==> config.mk <==
export PLATFORM = sky130hd
export DESIGN_NAME = sleep_timer_table
export DESIGN_NICKNAME = d
export VERILOG_FILES = /design/src/rtl/stt_pkg.sv /design/src/rtl/stt_mul_div.sv /design/src/rtl/sleep_timer_table.sv
export SDC_FILE = /design/constraint.sdc
export NUM_CORES = 2
export LEC_CHECK = 0
export ABC_CLOCK_PERIOD_IN_PS = 15400
export BUFFER_PORTS_ARGS = -buffer_cell sky130_fd_sc_hd__buf_4
export CORE_UTILIZATION = 60
export DETAILED_ROUTE_END_ITERATION = 12
export MAX_ROUTING_LAYER = met4
export PLACE_DENSITY = 0.79
export RECOVER_POWER = 50
export SYNTH_ARGS = -nofsm -noshare
export SYNTH_HDL_FRONTEND = slang
export SYNTH_HIERARCHICAL = 1
export SYNTH_SLANG_ARGS = --single-unit
export TNS_END_PERCENT = 30
==> constraint.sdc <==
create_clock -name clk -period 15.4 [get_ports clk]
set_clock_uncertainty 0.15 [all_clocks]
set_input_delay 2.31 -clock clk [delete_from_list [all_inputs] [get_ports clk]]
set_output_delay 2.31 -clock clk [all_outputs]
set_load 0.005 [all_outputs]
==> src/rtl/stt_pkg.sv <==
// Shared types and constants for the sleep timer table.
// No dependencies; used by stt_mul_div and sleep_timer_table.
package stt_pkg;

	localparam int ID_W        = 16;
	localparam int MS_W        = 32;
	localparam int RATE_W      = 16;
	localparam int REM_W       = 40;
	localparam int PROD_W      = MS_W + RATE_W;
	localparam int EV_W        = 2;
	localparam int MS_PER_SEC  = 1000;
	localparam int DEPTH_DEF   = 16;
	localparam int MUL_W       = 32;

	// ceil(2^38 / 1000): floor(x * RECIP_MS / 2^38) == floor(x / 1000) for any 32-bit x
	localparam logic [MUL_W-1:0] RECIP_MS = 32'd274877907;
	localparam int               RECIP_SH = 38;

	localparam logic [RATE_W-1:0] RATE_RESET = 16'd18;

	localparam logic [EV_W-1:0] EV_WAKE   = 2'd0;
	localparam logic [EV_W-1:0] EV_ACCEPT = 2'd1;
	localparam logic [EV_W-1:0] EV_FULL   = 2'd2;

	localparam logic KIND_TICK  = 1'b0;
	localparam logic KIND_SLEEP = 1'b1;

	typedef enum logic [2:0] {
		ST_IDLE,
		ST_DIV,
		ST_SRCH,
		ST_RESP,
		ST_TICK,
		ST_TFLUSH
	} state_t;

	typedef enum logic [2:0] {
		MD_IDLE,
		MD_QUOT,
		MD_REM,
		MD_HIGH,
		MD_LOW,
		MD_FRAC
	} md_state_t;

endpackage

==> src/rtl/stt_mul_div.sv <==
// Converts milliseconds to ticks on one shared 32x32 multiplier in five steps:
// ms/1000 by reciprocal, its remainder, both parts times the rate, then the
// remainder part over 1000 by reciprocal again. Uses stt_pkg.
module stt_mul_div (
	input  logic                        clk,
	input  logic                        arst_n,
	input  logic                        start,
	input  logic [stt_pkg::MS_W-1:0]    ms,
	input  logic [stt_pkg::RATE_W-1:0]  rate,
	output logic                        done,
	output logic [stt_pkg::REM_W-1:0]   quot
);

	localparam int QMS_W = 23;   // ms / 1000
	localparam int RMS_W = 10;   // ms % 1000
	localparam int LOW_W = 26;   // (ms % 1000) * rate
	localparam int FRC_W = 16;   // that over 1000

	stt_pkg::md_state_t state_q, state_d;

	logic [stt_pkg::MS_W-1:0]    ms_q;
	logic [stt_pkg::RATE_W-1:0]  rate_q;
	logic [QMS_W-1:0]            qms_q;
	logic [RMS_W-1:0]            rms_q;
	logic [LOW_W-1:0]            low_q;
	logic [stt_pkg::REM_W-1:0]   acc_q;
	logic [stt_pkg::MUL_W-1:0]   mul_a, mul_b;
	logic [2*stt_pkg::MUL_W-1:0] mul_p;
	logic [stt_pkg::MS_W-1:0]    back;

	assign mul_p = mul_a * mul_b;
	assign back  = ms_q - mul_p[stt_pkg::MS_W-1:0];
	assign done  = (state_q == stt_pkg::MD_FRAC);
	assign quot  = acc_q;

	always_comb begin
		state_d = state_q;
		mul_a   = '0;
		mul_b   = '0;
		case (state_q)
			stt_pkg::MD_IDLE: begin
				state_d = stt_pkg::MD_IDLE;
			end
			stt_pkg::MD_QUOT: begin
				mul_a   = ms_q;
				mul_b   = stt_pkg::RECIP_MS;
				state_d = stt_pkg::MD_REM;
			end
			stt_pkg::MD_REM: begin
				mul_a   = stt_pkg::MUL_W'(qms_q);
				mul_b   = stt_pkg::MUL_W'(stt_pkg::MS_PER_SEC);
				state_d = stt_pkg::MD_HIGH;
			end
			stt_pkg::MD_HIGH: begin
				mul_a   = stt_pkg::MUL_W'(qms_q);
				mul_b   = stt_pkg::MUL_W'(rate_q);
				state_d = stt_pkg::MD_LOW;
			end
			stt_pkg::MD_LOW: begin
				mul_a   = stt_pkg::MUL_W'(rms_q);
				mul_b   = stt_pkg::MUL_W'(rate_q);
				state_d = stt_pkg::MD_FRAC;
			end
			stt_pkg::MD_FRAC: begin
				mul_a   = stt_pkg::MUL_W'(low_q);
				mul_b   = stt_pkg::RECIP_MS;
				state_d = stt_pkg::MD_IDLE;
			end
			default: begin
				state_d = stt_pkg::MD_IDLE;
			end
		endcase
		if (start) begin
			state_d = stt_pkg::MD_QUOT;
		end
	end

	always_ff @(posedge clk or negedge arst_n) begin
		if (!arst_n) begin
			state_q <= stt_pkg::MD_IDLE;
		end else begin
			state_q <= state_d;
		end
	end

	always_ff @(posedge clk) begin
		if (start) begin
			ms_q   <= ms;
			rate_q <= rate;
		end
		case (state_q)
			stt_pkg::MD_QUOT: begin
				qms_q <= mul_p[stt_pkg::RECIP_SH+QMS_W-1:stt_pkg::RECIP_SH];
			end
			stt_pkg::MD_REM: begin
				rms_q <= back[RMS_W-1:0];
			end
			stt_pkg::MD_HIGH: begin
				acc_q <= mul_p[stt_pkg::REM_W-1:0];
			end
			stt_pkg::MD_LOW: begin
				low_q <= mul_p[LOW_W-1:0];
			end
			stt_pkg::MD_FRAC: begin
				acc_q <= acc_q
				       + stt_pkg::REM_W'(mul_p[stt_pkg::RECIP_SH+FRC_W-1:stt_pkg::RECIP_SH]);
			end
			default: begin
			end
		endcase
	end

endmodule

==> src/rtl/sleep_timer_table.sv <==
// Sleep timer table top level: sequencer, entry table and output register.
// Depends on stt_pkg and stt_mul_div.
//
//  group   dir  signals                     word
//  s_      in   tvalid tready tdata tuser   tdata: process_id, sleep_ms; tuser: kind
//  m_      out  tvalid tready tdata tuser   tdata: woken_id; tuser: event_res; tlast
//  cfg_    in   we wdata                    tick_rate_hz
//
// After a request is accepted, s_tready stays low until its work is done:
// sleep request: the five multiply steps, a search of the table, then the response word.
// Tick: a walk over every entry, then a flush of the held wake; output stalls extend both.
// s_tready is high only while idle. Reset leaves the table empty, no clearing pass.
// A wake waits in a holding register until the next one is found or the walk ends, so tlast is known.
module sleep_timer_table #(
	parameter int TABLE_DEPTH = stt_pkg::DEPTH_DEF
) (
	input  logic                          clk,
	input  logic                          arst_n,
	input  logic                          s_tvalid,
	output logic                          s_tready,
	input  logic [47:0]                   s_tdata,   // process_id, sleep_ms
	input  logic                          s_tuser,   // kind
	output logic                          m_tvalid,
	input  logic                          m_tready,
	output logic [stt_pkg::ID_W-1:0]      m_tdata,   // woken_id
	output logic [stt_pkg::EV_W-1:0]      m_tuser,   // event_res
	output logic                          m_tlast,
	input  logic                          cfg_we,
	input  logic [stt_pkg::RATE_W-1:0]    cfg_wdata
);

	localparam int CNT_W = $clog2(TABLE_DEPTH + 1);
	localparam int IDX_W = (TABLE_DEPTH > 1) ? $clog2(TABLE_DEPTH) : 1;

	stt_pkg::state_t state_q, state_d;

	logic [stt_pkg::RATE_W-1:0] rate_q;
	logic [stt_pkg::ID_W-1:0]   pid_q;
	logic [stt_pkg::EV_W-1:0]   ev_q, ev_d;
	logic [CNT_W-1:0]           count_q, count_d;
	logic [CNT_W-1:0]           i_q, i_d;
	logic [CNT_W-1:0]           keep_q, keep_d;
	logic                       pend_v_q, pend_v_d;
	logic [stt_pkg::ID_W-1:0]   pend_id_q, pend_id_d;

	logic [stt_pkg::ID_W-1:0]   tbl_id  [TABLE_DEPTH];
	logic [stt_pkg::REM_W-1:0]  tbl_rem [TABLE_DEPTH];
	logic [IDX_W-1:0]           rd_idx;
	logic [stt_pkg::ID_W-1:0]   rd_id_q;
	logic [stt_pkg::REM_W-1:0]  rd_rem_q;

	logic                       wr_en;
	logic [IDX_W-1:0]           wr_idx;
	logic [stt_pkg::ID_W-1:0]   wr_id;
	logic [stt_pkg::REM_W-1:0]  wr_rem;

	logic                       out_free, out_load, out_last;
	logic [stt_pkg::EV_W-1:0]   out_ev;
	logic [stt_pkg::ID_W-1:0]   out_id;
	logic                       m_tvalid_q, m_tlast_q;
	logic [stt_pkg::EV_W-1:0]   m_tuser_q;
	logic [stt_pkg::ID_W-1:0]   m_tdata_q;

	logic                       accept, div_start, div_done;
	logic [stt_pkg::REM_W-1:0]  ticks;

	assign s_tready  = (state_q == stt_pkg::ST_IDLE);
	assign accept    = s_tvalid && s_tready;
	assign div_start = accept && (s_tuser == stt_pkg::KIND_SLEEP);
	assign out_free  = !m_tvalid_q || m_tready;
	assign rd_idx    = i_d[IDX_W-1:0];

	assign m_tvalid = m_tvalid_q;
	assign m_tdata  = m_tdata_q;
	assign m_tuser  = m_tuser_q;
	assign m_tlast  = m_tlast_q;

	stt_mul_div u_div (
		.clk    (clk),
		.arst_n (arst_n),
		.start  (div_start),
		.ms     (s_tdata[47:16]),
		.rate   (rate_q),
		.done   (div_done),
		.quot   (ticks)
	);

	always_comb begin
		state_d   = state_q;
		ev_d      = ev_q;
		count_d   = count_q;
		i_d       = i_q;
		keep_d    = keep_q;
		pend_v_d  = pend_v_q;
		pend_id_d = pend_id_q;
		wr_en     = 1'b0;
		wr_idx    = i_q[IDX_W-1:0];
		wr_id     = rd_id_q;
		wr_rem    = ticks;
		out_load  = 1'b0;
		out_ev    = stt_pkg::EV_WAKE;
		out_id    = pend_id_q;
		out_last  = 1'b0;
		case (state_q)
			stt_pkg::ST_IDLE: begin
				i_d      = '0;
				keep_d   = '0;
				pend_v_d = 1'b0;
				if (accept) begin
					state_d = (s_tuser == stt_pkg::KIND_SLEEP) ? stt_pkg::ST_DIV
					                                           : stt_pkg::ST_TICK;
				end
			end
			stt_pkg::ST_DIV: begin
				if (div_done) begin
					state_d = stt_pkg::ST_SRCH;
				end
			end
			stt_pkg::ST_SRCH: begin
				if (i_q == count_q) begin
					state_d = stt_pkg::ST_RESP;
					if (count_q == CNT_W'(TABLE_DEPTH)) begin
						ev_d = stt_pkg::EV_FULL;
					end else begin
						ev_d    = stt_pkg::EV_ACCEPT;
						wr_en   = 1'b1;
						wr_idx  = count_q[IDX_W-1:0];
						wr_id   = pid_q;
						count_d = count_q + 1'b1;
					end
				end else if (rd_id_q == pid_q) begin
					state_d = stt_pkg::ST_RESP;
					ev_d    = stt_pkg::EV_ACCEPT;
					wr_en   = 1'b1;
				end else begin
					i_d = i_q + 1'b1;
				end
			end
			stt_pkg::ST_RESP: begin
				if (out_free) begin
					out_load = 1'b1;
					out_ev   = ev_q;
					out_id   = pid_q;
					out_last = 1'b1;
					state_d  = stt_pkg::ST_IDLE;
				end
			end
			stt_pkg::ST_TICK: begin
				if (i_q == count_q) begin
					state_d = stt_pkg::ST_TFLUSH;
				end else if (rd_rem_q <= stt_pkg::REM_W'(1)) begin
					if (!pend_v_q) begin
						pend_v_d  = 1'b1;
						pend_id_d = rd_id_q;
						i_d       = i_q + 1'b1;
					end else if (out_free) begin
						out_load  = 1'b1;
						pend_id_d = rd_id_q;
						i_d       = i_q + 1'b1;
					end
				end else begin
					wr_en  = 1'b1;
					wr_idx = keep_q[IDX_W-1:0];
					wr_rem = rd_rem_q - 1'b1;
					keep_d = keep_q + 1'b1;
					i_d    = i_q + 1'b1;
				end
			end
			stt_pkg::ST_TFLUSH: begin
				count_d = keep_q;
				if (!pend_v_q) begin
					state_d = stt_pkg::ST_IDLE;
				end else if (out_free) begin
					out_load = 1'b1;
					out_last = 1'b1;
					pend_v_d = 1'b0;
					state_d  = stt_pkg::ST_IDLE;
				end
			end
			default: begin
				state_d = stt_pkg::ST_IDLE;
			end
		endcase
	end

	always_ff @(posedge clk or negedge arst_n) begin
		if (!arst_n) begin
			state_q    <= stt_pkg::ST_IDLE;
			rate_q     <= stt_pkg::RATE_RESET;
			count_q    <= '0;
			i_q        <= '0;
			keep_q     <= '0;
			pend_v_q   <= 1'b0;
			m_tvalid_q <= 1'b0;
		end else begin
			state_q  <= state_d;
			count_q  <= count_d;
			i_q      <= i_d;
			keep_q   <= keep_d;
			pend_v_q <= pend_v_d;
			if (cfg_we) begin
				rate_q <= cfg_wdata;
			end
			if (out_load) begin
				m_tvalid_q <= 1'b1;
			end else if (m_tready) begin
				m_tvalid_q <= 1'b0;
			end
		end
	end

	always_ff @(posedge clk) begin
		ev_q      <= ev_d;
		pend_id_q <= pend_id_d;
		if (accept) begin
			pid_q <= s_tdata[15:0];
		end
		if (out_load) begin
			m_tdata_q <= out_id;
			m_tuser_q <= out_ev;
			m_tlast_q <= out_last;
		end
	end

	// entry store, no reset: only entries below the count are read
	// read one entry ahead; compaction writes only land below the next index
	always_ff @(posedge clk) begin
		if (wr_en) begin
			tbl_id[wr_idx]  <= wr_id;
			tbl_rem[wr_idx] <= wr_rem;
		end
		rd_id_q  <= tbl_id[rd_idx];
		rd_rem_q <= tbl_rem[rd_idx];
	end

endmodule

After elaboration in Yosys (flattened, before gate mapping)
Memories as Yosys holds them, arrays and structs flattened. A register that Yosys moved wholly into a read port is not among the register bits.
Index checks and enable logic that the tools add are counted.

word-level totals
  bits in registers = 239
  bits in writable memories = 896
  input port bits = 70
  output and inout bits = 21
  logic and storage cells = 147
  memories kept = 2

memory list
  memory   words  width  rd ports  clocked after memory_dff  write ports  RTL line                 text
  tbl_rem  16     40     1         1                         1            sleep_timer_table.sv:47  logic [stt_pkg::REM_W-1:0] tbl_rem [TABLE_DEPTH];
  tbl_id   16     16     1         1                         1            sleep_timer_table.sv:46  logic [stt_pkg::ID_W-1:0] tbl_id [TABLE_DEPTH];

cells by class
  add/sub/neg operators = 6
  multipliers = 1
  order comparisons = 1
  eq/ne operators = 26
  muxes and demuxes = 66
  bitwise gates (word level) = 1
  reductions and logical operators = 23

operators with widths
  kind                                                                                number
  32-bit one-hot mux with 4 select lines                                              1
  40-bit two-way mux                                                                  3
  16-bit two-way mux                                                                  7
  29-bit one-hot mux with 3 select lines                                              1
  40-bit one-hot mux with 2 select lines                                              1
  32-bit by 29-bit multiplier with 61-bit output                                      1
  5-bit two-way mux                                                                   10
  40-bit by 16-bit adder with 40-bit output                                           1
  40-bit by 1-bit less-or-equal comparator with 1-bit output (second input constant)  1
  40-bit by 1-bit subtractor with 40-bit output (second input constant)               1
  3-bit two-way mux                                                                   9
  5-bit one-hot mux with 2 select lines                                               2
  2-bit inequality test (second input constant)                                       9
  3-bit one-hot mux with 6 select lines                                               1
  1-bit two-way mux                                                                   17
  16-bit == test                                                                      1
  4-bit two-way mux                                                                   4
  5-bit by 1-bit adder with 5-bit output (second input constant)                      3
  5-bit one-hot mux with 3 select lines                                               1
  3-bit by 2-bit == test with 1-bit output (second input constant)                    4
  3-bit == test (second input constant)                                               4
  3-bit one-hot mux with 4 select lines                                               1
  2-bit nonzero test                                                                  5
  10-bit subtractor                                                                   1
  other kinds (21)                                                                    35

Longest topological paths before layout
  depth in word-level cells = 8
  depth in mapped cells = 48
  depth with buffers taken out = 43

Modules after synthesis
The synthesis kept the hierarchy.

modules (own cells, without submodules)
  module             times used  cells an instance  area an instance (µm²)  sequential area each (µm²)
  sleep_timer_table  1           2831               42293.1                 30521.8
  stt_mul_div        1           3129               29694.7                 4489.3

Worst setup path after synthesis
No wires, ideal clock.

  path kind = flip-flop to flip-flop
  start = register u_div.state_q[1]
  end = register u_div.acc_q (netlist bit u_div/quot[38]) (data pin)
  library setup time = 260 ps
  arrival = 11025 ps
  required time = 14990 ps
  slack = 3965 ps
  stages on the path, launching flop included = 44
  path buffers = 4
  clock period less this slack = 11435 ps
  cell sequence = dfrtp_1 -> nand2b_1 -> nor2_1 -> a21o_1 -> clkbuf_1 -> a21oi_1 -> clkbuf_1 -> or2_2 -> fa_1 -> inv_1 -> fa_1 -> fa_1 -> inv_1 -> fa_1 -> inv_1 -> fa_1 -> fa_1 -> fa_1 -> [8 not listed] -> o21ai_0 -> o21ai_1 -> nand2_1 -> a41oi_1 -> xnor2_1 -> ha_1 -> inv_1 -> fa_1 -> nor2b_1 -> o31a_1 -> o311ai_1 -> a21oi_1 -> a211oi_1 -> or2_1 -> buf_4 -> nand4b_1 -> xnor2_1 -> mux2_2

on the way
  cells in the longest elaborated chain, start to end = 6
  elaborated cells between the ends (all ways) = 13
  those cells by class = 1 x add/sub; 1 x mul; 5 x eq/ne; 3 x mux; 3 x reduce/logical

RTL lines
  item                                                                                              RTL line            text
  from (decl)                                                                                       stt_mul_div.sv:19   stt_pkg::md_state_t state_q, state_d;
  from (signal assigned)                                                                            stt_mul_div.sv:80   state_q <= stt_pkg::MD_IDLE;
  from (signal assigned)                                                                            stt_mul_div.sv:82   state_q <= state_d;
  3-bit by 2-bit == test with 1-bit output, or another cell as far along                            stt_mul_div.sv:40   case (state_q)
  2-bit OR reduction (no source line)                                                               --
  32-bit one-hot mux with 4 select lines or 29-bit one-hot mux with 3 select lines (tied branches)  stt_mul_div.sv:40
  32-bit by 29-bit multiplier with 61-bit output *                                                  stt_mul_div.sv:31   assign mul_p = mul_a * mul_b;
  net u_div.mul_p, one bit                                                                          stt_mul_div.sv:28   logic [2*stt_pkg::MUL_W-1:0] mul_p;
  40-bit by 16-bit adder with 40-bit output                                                         stt_mul_div.sv:106  + stt_pkg::REM_W'(mul_p[stt_pkg::RECIP_SH+FRC_W-1:stt_pkg::RECIP_SH]);
  40-bit one-hot mux with 2 select lines *                                                          stt_mul_div.sv:91   case (state_q)
  to (signal assigned)                                                                              stt_mul_div.sv:99   acc_q <= mul_p[stt_pkg::REM_W-1:0];
  to (signal assigned)                                                                              stt_mul_div.sv:105  acc_q <= acc_q
  to (decl)                                                                                         stt_mul_div.sv:26   logic [stt_pkg::REM_W-1:0] acc_q;

The timed path passes the listed nets; every way through them passes the cells marked *.
A chain may end at the register's enable or synchronous reset.

Worst setup path after layout
  start = register u_div.state_q[1]
  end = register u_div.acc_q (netlist bit u_div/quot[38]) (data pin)

on the way
  cells in the longest elaborated chain, start to end = 6
  elaborated cells between the ends (all ways) = 13
  those cells by class = 1 x add/sub; 1 x mul; 5 x eq/ne; 3 x mux; 3 x reduce/logical

RTL lines
  item                                                                                              RTL line
  3-bit by 2-bit == test with 1-bit output, or another cell as far along                            stt_mul_div.sv:40
  2-bit OR reduction (no source line)                                                               --
  32-bit one-hot mux with 4 select lines or 29-bit one-hot mux with 3 select lines (tied branches)  stt_mul_div.sv:40
  32-bit by 29-bit multiplier with 61-bit output *                                                  stt_mul_div.sv:31
  net u_div.mul_p, one bit                                                                          stt_mul_div.sv:28
  40-bit by 16-bit adder with 40-bit output *                                                       stt_mul_div.sv:106
  40-bit one-hot mux with 2 select lines *                                                          stt_mul_div.sv:91

Marks and branches as above.

==> impl_results.md <==
- Final period util: around nine tenths
- Port Buffers: 90
- Synth cell types: a little over 90
- Final setup violation count: 0
- Pins Over Slew Limit: ~420
- Die Span Y: 348 microns
- WL/cell: ~24 microns
- Initial antenna violation count: 4
- Worst setup path start: u_div/state_q[1]
- Synthesized instance count: slightly below 6,000
- Clk Latency, worst-skew pair: roughly 0.76 ns
- Vias: 47,900
- CTS Root Buffer Type: clkbuf_16
- Largest net degree at the start of global routing: approximately 160
- Slew @ Worst Pin: approximately 3.6 ns
- Critical Path Source Type: register
- CTS tree: built
- H-tree Lvls: 3
- Worst Path Required: approximately 16 ns
- RSZ-0062 raised after global routing: false
- Maximum net fanout on the critical path: between 40 and 50
- Hold Startpoint: rate_q[8]
- Fmax: ~73 MHz
- Final Critical Period: 13.68 ns
- Crit Path Class: register to register
- CP max stage cell: clkbuf_1
- CTS Buf Count: 116
- Routability congestion estimate: 0.996
- Hold buffers post-CTS: 0
- ANT nets after route: 0
- Worst R2R Start: u_div/state_q[1]
- Number of enable flip-flop cells after synthesis: between 1,000 and 1,500
- Post-route DRC: 0
- Core Rows: 126
- CP arrival: between 10 and 15 ns
- Congestion Overflow GR: 0
- Hold Fails Final Rpt: 0
- Post-synth ARST share: 3.27%
- Via count of the first global-routing pass: 49,300
- Worst Hold Class: register to register
- Status: complete, but fails checks
- Synth Warn #: 6
- Die area: 0.121 sq mm
- Max incr delay on CP: slightly below 2 ns
- Sequential area share after synthesis: 48.6%
- Width of the die: approximately 350 microns
- DP HPWL: 119,000 microns
- Most used cell, CP: fa_1
- Max_cap viols: 12
- First-pass GRT wire length: about 280,000 microns
- Routed wire length: around 180,000 microns
- Commonest non-fill, non-tap cells in the layout: edfxtp_1 (1,096), inv_1 (782), fa_1 (525)
- Clock Sinks: about 1,200
- Syn Area/Cell: ~12 sq um
- Initial core utilization: 60.7%
- Clock tree buffer depth: 3
- Core area: 0.119 sq mm
- Drt initial violations: about 5,500
- Nets: about 7,000
- Layout area overhead: 9.17%
- Vias/cell: around 6.2
- Layout cells sized above 1: 9.65%
- Yosys reg bits: between 1,000 and 1,500
- Gr usage total: 31.5%
- Clock slew seen by the registers of the worst setup and hold paths: 0.06 ns
- Commonest non-fill, non-tap cell in the layout: edfxtp_1
- Ports: between 90 and 100
- Post-CTS setup buffer count: 0
- Violated checks: max-capacitance violations, max-slew violations
- Rel. slew slack: -142%
- Main flop type after synthesis: edfxtp_1
- Crit end category: register
- Drt first pass iters: 8
- Setup_tns: 0 ns
- Synthesized area: a little over 0.07 sq mm
- Post-CTS Resized: 0
cell families (layout without fill, tap and decap cells):
family | after synthesis | after routing | synth area share (%)
XOR/XNOR | 158 | 158 | 1.92
multiplexers | 304 | 304 | 4.42
AND/OR/NAND/NOR | 1271 | 1271 | 8.29
adder cells (fa/ha/maj) | 920 | 920 | 21.5
other | 2 | 66 | 0.0104
flip-flops | 1191 | 1191 | 48.6
buffers and inverters | 1113 | 1205 | 6.11
AO/OA/AOI/OAI | 1001 | 1001 | 9.16
layer usage:
metal	share of wire (%)	vias to the layer above	routed length, microns	GRT usage, %
met1	38	23900	69700	39.5
met4	4.4	0	8080	12.8
met5	0	-	0	-
li1	-	20900	-	-
met2	49	2531	89900	51.3
met3	8.4	536	15400	5.30
worst max-delay path: cells and delay by family (launching register included):
kind,cells,cell delay [ns]
adders and majority gates,10,4.58
muxes,1,0.26
and+or+nand+nor,6,2.33
AOI/OAI and AO/OA,9,2.48
xor gates and xnor gates,2,0.38
buffers and inverters,5,2.58
DFF,1,0.62
synth_stat cells (7+ instances only):
cell type / count / area (sq um)
o21a_1: 11 / 82.6
o211ai_1: 13 / 97.6
buf_1: 12 / 45.0
buf_2: 70 / 350
nor2_1: 467 / 1750
mux2_2: 105 / 1180
nand2b_1: 20 / 125
and2_1: 19 / 119
o21bai_1: 12 / 90.1
a211oi_1: 236 / 1770
and3_1: 19 / 119
a21oi_1: 166 / 831
o2111ai_1: 61 / 534
clkbuf_1: 218 / 818
inv_1: 781 / 2930
o21ai_0: 320 / 1600
a21o_1: 39 / 293
nor3_1: 27 / 135
dfrtp_1: 37 / 926
ha_1: 395 / 4940
nor4_1: 70 / 438
nor2b_1: 26 / 163
or2_2: 72 / 450
fa_1: 525 / 10500
edfxtp_1: 1096 / 32900
o21ai_1: 7 / 35.0
o22a_1: 62 / 543
nand2_1: 225 / 845
dfxtp_1: 56 / 1120
buf_4: 21 / 158
nand4_1: 25 / 156
nand3_1: 263 / 1320
mux2i_1: 195 / 1950
xnor2_1: 81 / 709
xor2_1: 77 / 674
a31oi_1: 14 / 87.6
state kept, by name, summed over array words and instances (netlist names), 23 cells and up:
signal	count
rd_rem_q	40
tbl_id	256
tbl_rem	640
u_div/low_q	26
u_div/ms_q	32
u_div/qms_q	23
u_div/quot	40
final cells by class:
type                            instances  area [sq um]
Inverter                              783          2940
Clock inverter                         55           726
Timing Repair Buffer                  202          1410
Fill cell                            8535         40000
Sequential cell                      1191         35000
Tap cell                             1600          2000
Antenna cell                            3          7.51
Clock buffer                          165          3390
Multi-Input combinational cell       3717         33100
metrics by stage:
stage | instances | hold WS [ns] | util [%] | instance area, sq um | worst slack (ns)
2_1_floorplan | 6021 | 0.271 | - | 72200 | 3.97
3_3_place_gp | 7493 | 0.276 | 62.9 | 74600 | 2.98
3_5_place_dp | 7493 | 0.284 | 62.9 | 74600 | 2.67
4_1_cts | 7713 | 0.293 | 66.4 | 78700 | 2.56
5_1_grt | 7716 | 0.302 | 66.3 | 78600 | 1.03
6_report | 7716 | 0.291 | 66.3 | 78600 | 1.72
worst paths after layout:
| kind | to | slack, ns | cells after the start |
|---|---|---|---|
| max in group asynchronous | u_div/state_q[2] | 11.31 | 1 |
| min | u_div/rate_q[8] | 0.29 | 0 |
| min in group asynchronous | m_tvalid | 2.17 | 1 |
| max | u_div/quot[38] | 1.72 | 33 |
| max reg2reg | u_div/quot[38] | 1.72 | 33 |
| min reg2reg | u_div/rate_q[8] | 0.29 | 0 |
Power is not shown: default switching activity piles up to over one toggle a cycle in this logic, so the estimate is an artifact.
